File: src/hdl/u16u8_pkg.sv
`default_nettype none

package u16u8_pkg;

    localparam int unsigned UNIT_W     = 16;
    localparam int unsigned BYTE_W     = 8;
    localparam int unsigned MAX_BYTES  = 4;
    localparam int unsigned FIFO_DEPTH = 4;
    localparam int unsigned FIFO_AW    = $clog2(FIFO_DEPTH);
    localparam int unsigned FIFO_CW    = $clog2(FIFO_DEPTH + 1);

    // UTF-8 lead and continuation markers
    localparam logic [7:0] PFX_CONT  = 8'h80;
    localparam logic [7:0] PFX_TWO   = 8'hC0;
    localparam logic [7:0] PFX_THREE = 8'hE0;
    localparam logic [7:0] PFX_FOUR  = 8'hF0;

    localparam logic [5:0]  SURR_TAG    = 6'b110110; // lead 0xD800..0xDBFF
    localparam logic [5:0]  TRAIL_TAG   = 6'b110111; // trail 0xDC00..0xDFFF
    localparam logic [4:0]  SURR_BLOCK  = 5'b11011;  // 0xD800..0xDFFF
    localparam logic [20:0] SUPP_OFFSET = 21'h10000;

    // One request's worth of results, as handed from front to back.
    typedef struct packed {
        logic [MAX_BYTES-1:0][BYTE_W-1:0] bytes;
        logic [MAX_BYTES-1:0]             err;
        logic [1:0]                       last_idx;
        logic                             str_end;
    } t_job;

    typedef struct packed {
        logic full;
        logic empty;
    } t_fifo_stat;

endpackage

`default_nettype wire

File: src/hdl/utf16_to_utf8_transcoder.sv
// UTF-16 to UTF-8 transcoder: one UTF-16 code unit per request on the slave side (tlast marks
// the end of a string), UTF-8 bytes one per request on the master side. Each unit is decoded
// in the cycle it is taken and its bytes (1 to 4, or an error marker) are queued as a single
// job in a four-entry queue; while the receiver is ready the back end plays it out one byte
// per cycle. A unit is taken every cycle while the queue has room, so ASCII text runs at one
// unit per cycle; longer outputs stall the input only once the queue fills. A lead surrogate
// not at the end of a string gives nothing until the next unit arrives. Pairing errors give
// a result with tuser[0] set and a zero byte. tlast on the output marks the last result of
// each input unit, tuser[1] the last result of the string.
`default_nettype none

module utf16_to_utf8_transcoder (
    input  wire         i_clk,
    input  wire         i_rst_n,
    input  wire         s_axis_tvalid,
    output logic        s_axis_tready,
    input  wire  [15:0] s_axis_tdata,   // code_unit
    input  wire         s_axis_tlast,   // string_end
    output logic        m_axis_tvalid,
    input  wire         m_axis_tready,
    output logic [7:0]  m_axis_tdata,   // out_byte
    output logic        m_axis_tlast,   // run_last
    output logic [1:0]  m_axis_tuser    // bad_surrogate, string_done
);
    import u16u8_pkg::*;

    t_job       push_job;
    t_job       head_job;
    t_fifo_stat stat;
    logic       push;
    logic       pop;

    u16u8_front u_front (
        .i_clk         (i_clk),
        .i_rst_n       (i_rst_n),
        .s_axis_tvalid (s_axis_tvalid),
        .s_axis_tready (s_axis_tready),
        .s_axis_tdata  (s_axis_tdata),
        .s_axis_tlast  (s_axis_tlast),
        .i_stat        (stat),
        .o_push        (push),
        .o_job         (push_job)
    );

    u16u8_fifo u_fifo (
        .i_clk   (i_clk),
        .i_rst_n (i_rst_n),
        .i_push  (push),
        .i_job   (push_job),
        .i_pop   (pop),
        .o_job   (head_job),
        .o_stat  (stat)
    );

    u16u8_back u_back (
        .i_clk         (i_clk),
        .i_rst_n       (i_rst_n),
        .i_job         (head_job),
        .i_stat        (stat),
        .o_pop         (pop),
        .m_axis_tvalid (m_axis_tvalid),
        .m_axis_tready (m_axis_tready),
        .m_axis_tdata  (m_axis_tdata),
        .m_axis_tlast  (m_axis_tlast),
        .m_axis_tuser  (m_axis_tuser)
    );

endmodule

`default_nettype wire

File: src/hdl/u16u8_front.sv
`default_nettype none

module u16u8_front (
    input  wire                                i_clk,
    input  wire                                i_rst_n,
    input  wire                                s_axis_tvalid,
    output logic                               s_axis_tready,
    input  wire  [u16u8_pkg::UNIT_W-1:0]       s_axis_tdata,
    input  wire                                s_axis_tlast,
    input  u16u8_pkg::t_fifo_stat              i_stat,
    output logic                               o_push,
    output u16u8_pkg::t_job                    o_job
);
    import u16u8_pkg::*;

    logic       r_pend;
    logic [9:0] r_lead;
    logic       n_pend;
    logic [9:0] n_lead;

    logic        acc;
    logic        is_lead;
    logic        is_trail;
    logic        pair;
    logic [20:0] cp;
    logic [2:0]  n;

    assign s_axis_tready = !i_stat.full;
    assign acc      = s_axis_tvalid && s_axis_tready;
    assign is_lead  = (s_axis_tdata[15:10] == SURR_TAG);
    assign is_trail = (s_axis_tdata[15:10] == TRAIL_TAG);
    assign pair     = r_pend && is_trail;
    assign cp       = {1'b0, r_lead, s_axis_tdata[9:0]} + SUPP_OFFSET;

    always_comb begin
        logic [2:0][7:0] cb;
        logic [2:0]      ce;
        logic [1:0]      m;
        cb = '0;
        ce = '0;
        m  = 2'd0;
        o_job = '0;
        if (s_axis_tdata[15:7] == '0) begin
            cb[0] = s_axis_tdata[7:0];
            m     = 2'd1;
        end else if (s_axis_tdata[15:11] == '0) begin
            cb[0] = PFX_TWO | {3'b0, s_axis_tdata[10:6]};
            cb[1] = PFX_CONT | {2'b0, s_axis_tdata[5:0]};
            m     = 2'd2;
        end else if (s_axis_tdata[15:11] != SURR_BLOCK) begin
            cb[0] = PFX_THREE | {4'b0, s_axis_tdata[15:12]};
            cb[1] = PFX_CONT | {2'b0, s_axis_tdata[11:6]};
            cb[2] = PFX_CONT | {2'b0, s_axis_tdata[5:0]};
            m     = 2'd3;
        end else if (is_lead && !s_axis_tlast) begin
            m = 2'd0;   // held, nothing yet
        end else begin
            // lone trail, or lead on the final unit
            ce[0] = 1'b1;
            m     = 2'd1;
        end

        if (pair) begin
            o_job.bytes[0] = PFX_FOUR | {5'b0, cp[20:18]};
            o_job.bytes[1] = PFX_CONT | {2'b0, cp[17:12]};
            o_job.bytes[2] = PFX_CONT | {2'b0, cp[11:6]};
            o_job.bytes[3] = PFX_CONT | {2'b0, cp[5:0]};
            n = 3'd4;
        end else if (r_pend) begin
            // orphaned lead reports first, then the unit itself
            o_job.err[0] = 1'b1;
            for (int i = 0; i < 3; i++) begin
                o_job.bytes[i+1] = cb[i];
                o_job.err[i+1]   = ce[i];
            end
            n = {1'b0, m} + 3'd1;
        end else begin
            for (int i = 0; i < 3; i++) begin
                o_job.bytes[i] = cb[i];
                o_job.err[i]   = ce[i];
            end
            n = {1'b0, m};
        end
        o_job.last_idx = n[1:0] - 2'd1;
        o_job.str_end  = s_axis_tlast;
    end

    assign o_push = acc && (n != 3'd0);

    always_comb begin
        n_pend = r_pend;
        n_lead = r_lead;
        if (acc) begin
            n_pend = !pair && is_lead && !s_axis_tlast;
            n_lead = s_axis_tdata[9:0];
        end
    end

    always_ff @(posedge i_clk) begin
        if (!i_rst_n) begin
            r_pend <= 1'b0;
        end else begin
            r_pend <= n_pend;
        end
        r_lead <= n_lead;
    end

endmodule

`default_nettype wire

File: src/hdl/u16u8_fifo.sv
`default_nettype none

module u16u8_fifo (
    input  wire                    i_clk,
    input  wire                    i_rst_n,
    input  wire                    i_push,
    input  u16u8_pkg::t_job        i_job,
    input  wire                    i_pop,
    output u16u8_pkg::t_job        o_job,
    output u16u8_pkg::t_fifo_stat  o_stat
);
    import u16u8_pkg::*;

    t_job               r_mem [FIFO_DEPTH];
    t_job               r_head;
    logic [FIFO_AW-1:0] r_wr;
    logic [FIFO_AW-1:0] r_rd;
    logic [FIFO_CW-1:0] r_cnt;
    logic [FIFO_AW-1:0] n_wr;
    logic [FIFO_AW-1:0] n_rd;
    logic [FIFO_CW-1:0] n_cnt;
    logic               wr_en;
    logic               rd_en;

    assign o_stat.full  = (r_cnt == FIFO_CW'(FIFO_DEPTH));
    assign o_stat.empty = (r_cnt == '0);
    assign wr_en = i_push && !o_stat.full;
    assign rd_en = i_pop && !o_stat.empty;
    assign o_job = r_head;

    always_comb begin
        n_wr  = wr_en ? r_wr + 1'b1 : r_wr;
        n_rd  = rd_en ? r_rd + 1'b1 : r_rd;
        n_cnt = r_cnt;
        if (wr_en && !rd_en) begin
            n_cnt = r_cnt + 1'b1;
        end else if (rd_en && !wr_en) begin
            n_cnt = r_cnt - 1'b1;
        end
    end

    always_ff @(posedge i_clk) begin
        if (!i_rst_n) begin
            r_wr  <= '0;
            r_rd  <= '0;
            r_cnt <= '0;
        end else begin
            r_wr  <= n_wr;
            r_rd  <= n_rd;
            r_cnt <= n_cnt;
        end
        if (wr_en) begin
            r_mem[r_wr] <= i_job;
        end
        // head slot read ahead; a write landing on it goes straight through
        r_head <= (wr_en && (r_wr == n_rd)) ? i_job : r_mem[n_rd];
    end

endmodule

`default_nettype wire

File: src/hdl/u16u8_back.sv
`default_nettype none

module u16u8_back (
    input  wire                             i_clk,
    input  wire                             i_rst_n,
    input  u16u8_pkg::t_job                 i_job,
    input  u16u8_pkg::t_fifo_stat           i_stat,
    output logic                            o_pop,
    output logic                            m_axis_tvalid,
    input  wire                             m_axis_tready,
    output logic [u16u8_pkg::BYTE_W-1:0]    m_axis_tdata,
    output logic                            m_axis_tlast,
    output logic [1:0]                      m_axis_tuser
);
    import u16u8_pkg::*;

    t_job       r_job;
    logic       r_busy;
    logic [1:0] r_idx;
    t_job       n_job;
    logic       n_busy;
    logic [1:0] n_idx;

    logic take;
    logic last;

    assign last = (r_idx == r_job.last_idx);
    assign take = r_busy && m_axis_tready;
    assign o_pop = (!r_busy || (take && last)) && !i_stat.empty;

    assign m_axis_tvalid   = r_busy;
    assign m_axis_tdata    = r_job.bytes[r_idx];
    assign m_axis_tlast    = last;
    assign m_axis_tuser[0] = r_job.err[r_idx];
    assign m_axis_tuser[1] = last && r_job.str_end;

    always_comb begin
        n_job  = r_job;
        n_busy = r_busy;
        n_idx  = r_idx;
        priority if (o_pop) begin
            n_job  = i_job;
            n_busy = 1'b1;
            n_idx  = 2'd0;
        end else if (take && last) begin
            n_busy = 1'b0;
        end else if (take) begin
            n_idx = r_idx + 2'd1;
        end
    end

    always_ff @(posedge i_clk) begin
        if (!i_rst_n) begin
            r_busy <= 1'b0;
            r_idx  <= 2'd0;
        end else begin
            r_busy <= n_busy;
            r_idx  <= n_idx;
        end
        r_job <= n_job;
    end

endmodule

`default_nettype wire

File: config.mk
export PLATFORM = sky130hd
export DESIGN_NAME = utf16_to_utf8_transcoder
export DESIGN_NICKNAME = d
export VERILOG_FILES = /design/src/hdl/u16u8_pkg.sv /design/src/hdl/utf16_to_utf8_transcoder.sv /design/src/hdl/u16u8_front.sv /design/src/hdl/u16u8_fifo.sv /design/src/hdl/u16u8_back.sv
export SDC_FILE = /design/constraint.sdc
export NUM_CORES = 1
export LEC_CHECK = 0
export BUFFER_PORTS_ARGS = -buffer_cell sky130_fd_sc_hd__clkbuf_2
export CORE_MARGIN = 3
export CORE_UTILIZATION = 25
export CTS_CLUSTER_SIZE = 12
export DETAILED_ROUTE_END_ITERATION = 6
export HOLD_SLACK_MARGIN = 0.15
export PLACE_DENSITY = 0.46
export SETUP_SLACK_MARGIN = 0.2
export SLEW_MARGIN = 15
export SYNTH_ARGS = -nofsm -noshare
export SYNTH_HDL_FRONTEND = slang
export SYNTH_SLANG_ARGS = --single-unit
File: constraint.sdc
create_clock -name i_clk -period 5 [get_ports i_clk]
set_clock_uncertainty 0.1 [all_clocks]
set_input_delay 0.75 -clock i_clk [delete_from_list [all_inputs] [get_ports i_clk]]
set_output_delay 0.75 -clock i_clk [all_outputs]
set_load 0.01 [all_outputs]
==> summary.md <==
| Metric | Value |
|---|---|
| Outcome | `finished clean` |
| Ys flop type | `edfxtp_1` |
| Clk Latency, worst-skew pair | `430 ps` |
| Largest net degree at the start of global routing | `38` |
| DRC viols | `0` |
| Area of the core | `31900 µm²` |
| Final WL | `17.9 mm` |
| Row cnt | `65` |
| Most common cell after layout, fill and taps aside | `edfxtp_1` |
| Max Fclk | `0.251 GHz` |
| Async S/R FF share, synth | `0%` |
| Via/cell ratio | `4.49` |
| CP Max Fanout | `8` |
| Clock Path Buffers | `2` |
| Total gr overflow | `0` |
| Hold-fix buffers at CTS | `0` |
| Routed wire length per instance | `19.2 µm` |
| Lkg Pwr | `3.04 nW` |
| First-pass GRT wire length | `27.1 mm` |
| Final-layout fill cell count | `3198` |
| CTS Sinks | `198` |
| CTS tree | `built` |
| GP Congestion | `0.837` |
| Crit-path cells | `clkbuf_2 -> or4_4 -> nor3_4 -> nor2_1 -> ha_1 -> a31oi_1 -> ha_1 -> nor2b_1 -> a21boi_0 -> nor2_1 -> ha_1 -> inv_1 -> fa_1 -> xor2_1 -> or3_1 -> a21oi_1` |
| Minimum clock period | `3990 ps` |
| Syn_area_per_cell | `18.5 µm²` |
| Root Buffer Master | `clkbuf_16` |
| Post-synth EDFFs | `185` |
| Critical path class | `in -> reg` |
| DP Wirelength | `11.4 mm` |
| Required time worst endpoint | `5260 ps` |
| Worst slew pin tran | `1140 ps` |
| Netlist cell types | `62` |
| Hold Fails Final Rpt | `0` |
| Final ANT Viol Nets | `0` |
| Post-Syn Area | `8180 µm²` |
| Total power draw | `0.00452 W` |
| Initial core utilization | `25.7%` |
| Sw Ratio | `28.0%` |
| FF+latch count, synth | `198` |
| Vias in the first global route | `4390` |
| CP arrival | `4250 ps` |
| Dpl ws | `594 ps` |
| Slowest-stage cell, CP | `or4_4` |
| Post-CTS setup buffer count | `0` |
| Syn Nets | `472` |
| Slew HR | `23.8%` |
| Via count | `4193` |
| Top cell by count, worst path | `ha_1` |
| DIE AREA | `34900 µm²` |
| Post-Synthesis Cells | `442` |
| CTS H-tree lvls | `4` |
| Comb power frac | `21.4%` |
| Setup WS post-layout | `1010 ps` |
| CP peak stage delay | `640 ps` |
| Fin. max-slew vios | `0` |
| VDD IR max | `0.000249 V` |
| Core Util, Final | `29.8%` |
| Clk slew on worst S/H paths | `80 ps` |
| CP endpoint kind | `flip-flop` |
| Final setup violation count | `0` |
| Total GRT Usage | `10.3%` |
| Io pins | `34` |
| Clock power frac | `28.8%` |
| Total clock buffers created by CTS | `17` |
| # Max-Cap Violations | `0` |
| Area added between synthesis and finish | `16.0%` |
| Power Density | `477 nW/µm²` |
| Fraction of layout cells with a size suffix above 1 | `27.5%` |
| First DRT Iteration DRCs | `285` |
| Pint | `0.00326 W` |
| 1st-pass router iterations | `4` |
| Reg power frac | `49.7%` |
| Seq/Total Area, Yosys | `71.1%` |
| Hold crit path type | `reg -> reg` |
| # diodes | `0` |
| IO buf count | `33` |
| Nets | `515` |
| Synth Warn # | `0` |
| Die X-Extent | `187 µm` |
| RSZ-0062 raised after global routing | `no` |
| Setup TNS Final | `0 ps` |
| Commonest non-fill, non-tap cells in the layout | `185 x edfxtp_1, 42 x mux4_2, 33 x clkbuf_2` |
| Antenna violations before repair | `0` |
| Worst Setup Start Kind | `input pin` |
| Die height | `187 µm` |
| Post-CTS sizing | `0` |
| Period utilization | `79.7%` |
| P_sw | `0.00127 W` |
## power by group through the flow
| stage | clock (W) | combinational [W] | sequential, W |
|---|---|---|---|
| after global routing | 0.00140 | 0.00107 | 0.00228 |
| after floorplan | 0 | 0.000683 | 0.00227 |
| final | 0.00130 | 0.000969 | 0.00225 |
| after global placement | 0 | 0.000991 | 0.00228 |
| after detailed placement | 0 | 0.00101 | 0.00229 |
| after CTS | 0.00134 | 0.00101 | 0.00225 |
## synth_stat cells, drive strengths merged, types with 2 or more instances
| cell type | number | share of area, % |
|---|---|---|
| edfxtp | 185 | 68 |
| mux4 | 42 | 12 |
| o21ai | 18 | 1.1 |
| a21oi | 14 | 0.90 |
| nor2 | 14 | 0.87 |
| dfxtp | 13 | 3.2 |
| buf | 11 | 0.86 |
| inv | 11 | 0.50 |
| clkbuf | 9 | 0.41 |
| nand2 | 9 | 0.41 |
| nand3 | 9 | 0.55 |
| nor3 | 9 | 0.81 |
| and2 | 8 | 0.61 |
| and3 | 8 | 0.61 |
| ha | 8 | 1.2 |
| a32oi | 7 | 0.75 |
| xnor2 | 6 | 0.64 |
| mux2i | 5 | 0.61 |
| a21o | 4 | 0.37 |
| o211ai | 4 | 0.37 |
| xor2 | 4 | 0.43 |
| a211oi | 3 | 0.34 |
| a22o | 3 | 0.43 |
| a22oi | 3 | 0.34 |
| nand2b | 3 | 0.23 |
| nor4 | 3 | 0.60 |
| a21boi | 2 | 0.18 |
| a2bb2oi | 2 | 0.29 |
| a31oi | 2 | 0.15 |
| a32o | 2 | 0.24 |
| nor2b | 2 | 0.15 |
| o2bb2ai | 2 | 0.21 |
| o31ai | 2 | 0.18 |
| or3 | 2 | 0.15 |
| or4 | 2 | 0.23 |
## worst max-delay path, delay by kind of cell
| family | cells | cell delay [ps] |
|---|---|---|
| buf+inv | 2 | 230 |
| xor+xnor | 1 | 180 |
| simple gates | 6 | 1620 |
| compound gates | 3 | 380 |
| fa+ha+maj | 4 | 1100 |
## per-stage QoR
step | cells | hold slack (ps) | instance area (µm²)
2_1_floorplan | 442 | 344 | 8180
3_3_place_gp | 901 | 362 | 8920
3_5_place_dp | 901 | 371 | 8920
4_1_cts | 933 | 385 | 9490
5_1_grt | 933 | 409 | 9490
6_report | 933 | 381 | 9490
## state kept, by name, indices dropped and copies added, names as in the netlist, 2 cells and up, named ones only
| register | cells |
|---|---|
| u_fifo.r_mem | 140 |
| u_front.r_lead | 10 |
| u_fifo.r_cnt | 3 |
| u_fifo.r_rd | 2 |
| u_back.r_job | 35 |
| u_back.r_idx | 2 |
| u_fifo.r_wr | 2 |
## worst paths after layout
kind	cells after the start	slack, ps	to	from
worst max-delay path	16	1010	u_fifo.r_cnt[2]	s_axis_tdata[15]
worst min-delay path	1	380	flip-flop	u_fifo.r_rd[1]
worst max register to register	13	1730	u_fifo.r_cnt[2]	u_front.r_pend
worst min register to register	1	380	flip-flop	u_fifo.r_rd[1]
## metal layers
metal  GRT usage, %  up-vias  part of all wire (%)
met3           1.82        9                   2.8
met1           14.1     2199                    47
met5              0        -                     0
met2           17.0       88                    49
li1               -     1897                     -
met4           2.91        0                  0.96
## layout make-up
cell class	instances	area, µm²	area share [%]
Clock buffer	17	425	4.48
Clock inverter	15	140	1.48
Inverter	12	45.0	0.475
Multi-Input combinational cell	212	2220	23.4
Sequential cell	198	5820	61.3
Tap cell	435	544	5.74
Timing Repair Buffer	44	298	3.14
## cell families (layout without fill, tap and decap cells)
group / Yosys count / count (layout) / share of synthesized area (%)
flip-flops: 198 / 198 / 71.1
AO/OA/AOI/OAI: 73 / 73 / 6.50
AND/OR/NAND/NOR: 73 / 73 / 5.84
multiplexers: 47 / 47 / 12.2
buffers and inverters: 32 / 88 / 1.82
XOR/XNOR: 10 / 10 / 1.07
adder cells (fa/ha/maj): 9 / 9 / 1.47
Note: power is estimated with default switching activity, not from simulation.
